$ cat src/rtl/tbrm_pkg.sv
// ----------------------------------------------------------------------------
// tbrm_pkg: shared types and constants of the title bar run merger
// Control register reset values and indexes, command and status structs.
// ----------------------------------------------------------------------------
package tbrm_pkg;

   localparam int DEF_MAX_BARS = 32;
   localparam int DEF_MAX_DIM  = 4096;
   localparam int CW           = 13;   // coordinate width

   localparam logic [1:0] CSR_MIN_RUN_WIDTH  = 2'd0;
   localparam logic [1:0] CSR_WHITE_LEVEL    = 2'd1;
   localparam logic [1:0] CSR_MIN_BAR_HEIGHT = 2'd2;
   localparam logic [1:0] CSR_MAX_BAR_HEIGHT = 2'd3;

   localparam logic [12:0] RST_MIN_RUN_WIDTH  = 13'd300;
   localparam logic [7:0]  RST_WHITE_LEVEL    = 8'd235;
   localparam logic [12:0] RST_MIN_BAR_HEIGHT = 13'd12;
   localparam logic [12:0] RST_MAX_BAR_HEIGHT = 13'd55;

   // controller -> datapath
   typedef struct packed {
      logic pixel_step;   // apply accepted pixel
      logic scan_start;   // reset table index
      logic scan_next;    // advance table index
      logic do_merge;     // write merged bar at index
      logic do_append;    // write new bar at end
      logic do_drop;      // mark overflow
      logic emit_load;    // load output register from current entry
      logic frame_clear;  // clear table and counters
   } cmd_type;

   // datapath -> controller
   typedef struct packed {
      logic run_closed;   // a qualifying run ended on the last pixel
      logic frame_end;    // last pixel closed the frame
      logic scan_done;    // index reached bars_in_use
      logic hit;          // current entry matches the run
      logic full;         // table is full
      logic pass;         // current entry passes the report limits
      logic more_pass;    // some later entry also passes
   } sts_type;

endpackage

$ cat src/rtl/tbrm_ctrl.sv
// ----------------------------------------------------------------------------
// tbrm_ctrl: sequencer of pixel intake, table search and frame report
// Walks the table one entry a cycle to merge; reporting waits at each emitted bar.
// ----------------------------------------------------------------------------
module tbrm_ctrl
   import tbrm_pkg::*;
(
   input  logic    clock,
   input  logic    reset,
   input  logic    req_valid,
   output logic    req_ready,
   output logic    rsp_valid,
   input  logic    rsp_ready,
   output logic    rsp_last,
   output cmd_type cmd,
   input  sts_type sts
);
   localparam logic [2:0] S_IDLE = 3'd0, S_CHECK = 3'd1, S_SEARCH = 3'd2,
                          S_REPORT = 3'd3, S_EMIT = 3'd4;
   logic [2:0] state_ff, state_in;
   logic       rv_ff, rv_in, last_ff, last_in;

   always_comb begin
      state_in = state_ff; rv_in = rv_ff; last_in = last_ff;
      cmd = '0;
      req_ready = 1'b0;
      unique case (state_ff)
         S_IDLE: begin
            req_ready = 1'b1;
            if (req_valid) begin
               cmd.pixel_step = 1'b1;
               state_in = S_CHECK;
            end
         end
         S_CHECK: begin
            cmd.scan_start = 1'b1;
            if (sts.run_closed) state_in = S_SEARCH;
            else if (sts.frame_end) state_in = S_REPORT;
            else state_in = S_IDLE;
         end
         S_SEARCH: begin
            if (sts.scan_done) begin
               if (sts.full) cmd.do_drop = 1'b1;
               else cmd.do_append = 1'b1;
               state_in = sts.frame_end ? S_REPORT : S_IDLE;
               cmd.scan_start = 1'b1;
            end else if (sts.hit) begin
               cmd.do_merge = 1'b1;
               cmd.scan_start = 1'b1;
               state_in = sts.frame_end ? S_REPORT : S_IDLE;
            end else cmd.scan_next = 1'b1;
         end
         S_REPORT: begin
            if (sts.scan_done) begin
               cmd.frame_clear = 1'b1;
               state_in = S_IDLE;
            end else if (sts.pass) begin
               cmd.emit_load = 1'b1;
               rv_in = 1'b1;
               last_in = !sts.more_pass;
               state_in = S_EMIT;
            end else cmd.scan_next = 1'b1;
         end
         S_EMIT: begin
            if (rsp_ready) begin
               rv_in = 1'b0;
               cmd.scan_next = 1'b1;
               state_in = S_REPORT;
            end
         end
         default: state_in = S_IDLE;
      endcase
   end

   assign rsp_valid = rv_ff;
   assign rsp_last  = last_ff;

   always_ff @(posedge clock) begin
      if (reset) begin
         state_ff <= S_IDLE; rv_ff <= 1'b0; last_ff <= 1'b0;
      end else begin
         state_ff <= state_in; rv_ff <= rv_in; last_ff <= last_in;
      end
   end

   a_ready_idle: assert property (@(posedge clock) disable iff (reset)
      req_ready |-> !rsp_valid) else $error("input taken during report");
   a_one_write: assert property (@(posedge clock) disable iff (reset)
      $countones({cmd.do_merge, cmd.do_append, cmd.do_drop}) <= 1)
      else $error("two table writes");
   a_emit_hold: assert property (@(posedge clock) disable iff (reset)
      rsp_valid && !rsp_ready |=> rsp_valid) else $error("result dropped");
endmodule
$ cat config.mk
export PLATFORM = sky130hd
export DESIGN_NAME = tbrm_ctrl
export DESIGN_NICKNAME = d
export VERILOG_FILES = /design/src/rtl/tbrm_pkg.sv /design/src/rtl/tbrm_ctrl.sv
export SDC_FILE = /design/constraint.sdc
export NUM_CORES = 1
export LEC_CHECK = 0
export ABC_AREA = 1
export BUFFER_PORTS_ARGS = -buffer_cell sky130_fd_sc_hd__buf_2
export CAP_MARGIN = 40
export CELL_PAD_IN_SITES_DETAIL_PLACEMENT = 0
export CELL_PAD_IN_SITES_GLOBAL_PLACEMENT = 1
export CORE_MARGIN = 8
export CORE_UTILIZATION = 27
export DETAILED_ROUTE_END_ITERATION = 16
export PLACE_DENSITY_LB_ADDON = 0.1
export SLEW_MARGIN = 20
export SYNTH_ARGS = -nofsm -noshare
export SYNTH_HDL_FRONTEND = slang
export SYNTH_SLANG_ARGS = --single-unit
$ cat constraint.sdc
create_clock -name clock -period 2.8 [get_ports clock]
set_clock_uncertainty 0.1 [all_clocks]
set_input_delay 0.42 -clock clock [delete_from_list [all_inputs] [get_ports clock]]
set_output_delay 0.42 -clock clock [all_outputs]
set_load 0.005 [all_outputs]
==> results.cfg <==
[timing]
finalSetupTns_ns = 0
period_share_pct = 65.3
final-hold-violation-count = 0
worst_pin_slew_ns = 0.234
grt_setup_unrepaired = false
fin_ws_ns = 0.973
finalMaxSlewViolations = 0
period_needed_ns = 1.83
max_freq_mhz = 547
max_slew_margin_pct = 84.4
setup_viol = 0

[drt]
wl_per_cell_um = 9.85
ant_nets = 0
routed_wl_mm = 1.03
drt_iter0_markers = 3
vias = 458
drc = 0
firstDrtPassIters = 4
via_per_inst = 4.36

[global_routing]
met2_usage_pct = 10.4
antenna_found_initial = 0
top_usage_layer = met2
grt-ovfl-total = 0
gr-usage-met3_pct = 7.44
grt_pass1_vias = 437
grt_pass1_wl_mm = 1.76
grt_max_degree = 8
track_usage_pct = 8.20
use_met1_pct = 10.1

[run]
maxCapViolCount = 0

[final_layout]
final_cell_mix = buf_2 (21), nand2_1 (13), nor2_1 (13), inv_1 (12), nand3_1 (6)
layout.nets = 102
num_antenna_cells = 0
fillers = 159
syn_to_final_growth_pct = 39.0
drive_gt1_share_pct = 35.6
final_common_cell = buf_2

[power]
power_density_nw_per_um2 = 540
irDropWorstVdd_mv = 0.262
total_leakage_power_nw = 0.332

[placement]
gp_congestion = 0.683
dp_hpwl_um = 875
place_ws_ns = 1.20
portBuffers = 21

[critical_path]
worst-endpoint-required_ns = 2.28
startpoint_type = register
cp.arrival_ns = 1.31
critical_path_class = reg -> out
end_kind = primary output
worst-path-max-fanout = 7

[floorplan]
die_w_um = 53.8
io_pins = 22
rows = 13
die_h_um = 53.8
dieArea_um2 = 2890
initial_utilization_pct = 29.2
core-area_um2 = 1320

[cts]
path_clk_slew_ns = 0.04
postCtsSetupBuffers = 0
clock_latency_ns = 0.24
cts_tree = yes
cts_buffer_depth = 2
hold_buffers = 0
numCtsBuffers = 3
cts_resized = 0
clockRootBuffer = clkbuf_4
numClockSinks = 5
ctsHtreeMaxLevel = 1

[synth]
netlist_top_cells_area = dfxtp_1 (26%), nand2_1 (13%), nor2_1 (13%), inv_1 (12%), nand3_1 (7.8%)
synth_cells = 65
synth_top_area_share_pct = 26.0
seq_area_frac_synth_pct = 26.0
postSynthAreaPerCell_um2 = 5.93
syn_nets = 76
ys_warn_count = 0
synth_top_area_cell = dfxtp_1
ys_ff_latch = 5
post_synth_num_cell_types = 15
syn_area_um2 = 385

[min_path]
worst_hold_path_type = in -> reg

[outcome]
status = finished, final reports clean
==> layer usage <==
| layer | wire, um | part of all wire, % |
|---|---|---|
| met5 | 0 | 0 |
| met4 | 0 | 0 |
| met3 | 125 | 12 |
| met2 | 410 | 40 |
| met1 | 498 | 48 |
==> synth_stat cells <==
library cell  count
a21oi_1           1
dfxtp_1           5
a21oi_2           2
o211ai_1          1
nor2_1           13
inv_1            12
o21ai_0           3
inv_2             1
nand3_1           6
o21ai_1           1
nand3_2           1
nand2_1          13
nor2_2            3
nor2_8            1
nor3_1            2
==> worst max-delay path: stages (launching register included) <==
cell and delay [ns]:
dfxtp_1 0.36, nor2_1 0.21, inv_1 0.07, nor2_1 0.14, nand2_1 0.09, nand3_1 0.07
buf_2 0.11
==> cells by family after synthesis <==
kind of cell    after synthesis  share of synthesized area [%]
simple gates                 39                           48.4
buf+inv                      13                           12.7
compound gates                8                           13.0
flops                         5                           26.0
==> per-stage QoR <==
step | utilization (%) | power [mW] | cell area [um^2] | hold WS, ns | cells
after global routing | 40.6 | 0.319 | 536 | 0.232 | 105
after global placement | 38.7 | 0.211 | 509 | 0.400 | 101
final | 40.6 | 0.289 | 536 | 0.244 | 105
after floorplan | - | 0.166 | 385 | 0.382 | 65
after detailed placement | 38.7 | 0.208 | 509 | 0.377 | 101
after CTS | 40.6 | 0.295 | 536 | 0.237 | 105
==> power by group <==
part | internal, mW | switching (mW)
clock | 0.0539 | 0.0303
combinational | 0.0461 | 0.0679
sequential | 0.0801 | 0.0107
total | 0.180 | 0.109
==> path summary, 6_finish.rpt <==
| kind | startpoint | endpoint | slack (ns) | cells past startpoint |
|---|---|---|---|---|
| min | sts[0] | rsp_last | 0.24 | 2 |
| min reg2reg | rsp_valid | rsp_valid | 0.40 | 2 |
| max | state_ff[0] | cmd[5] | 0.97 | 6 |
| max reg2reg | state_ff[0] | state_ff[0] | 1.55 | 7 |
==> registers in the layout, summed over array words and instances (netlist names) <==
signal and cells:
rsp_valid 1, rsp_last 1, state_ff 3
==> layout make-up <==
class / count / area, um^2 / share of cell area, %
multi-input combinational: 47 / 236 / 44.2
tap: 15 / 18.8 / 3.50
clock buffer: 4 / 26.3 / 4.91
sequential: 5 / 100 / 18.7
timing repair buffer: 21 / 105 / 19.6
inverter: 13 / 48.8 / 9.11
Power figures use the tool's default switching activity.
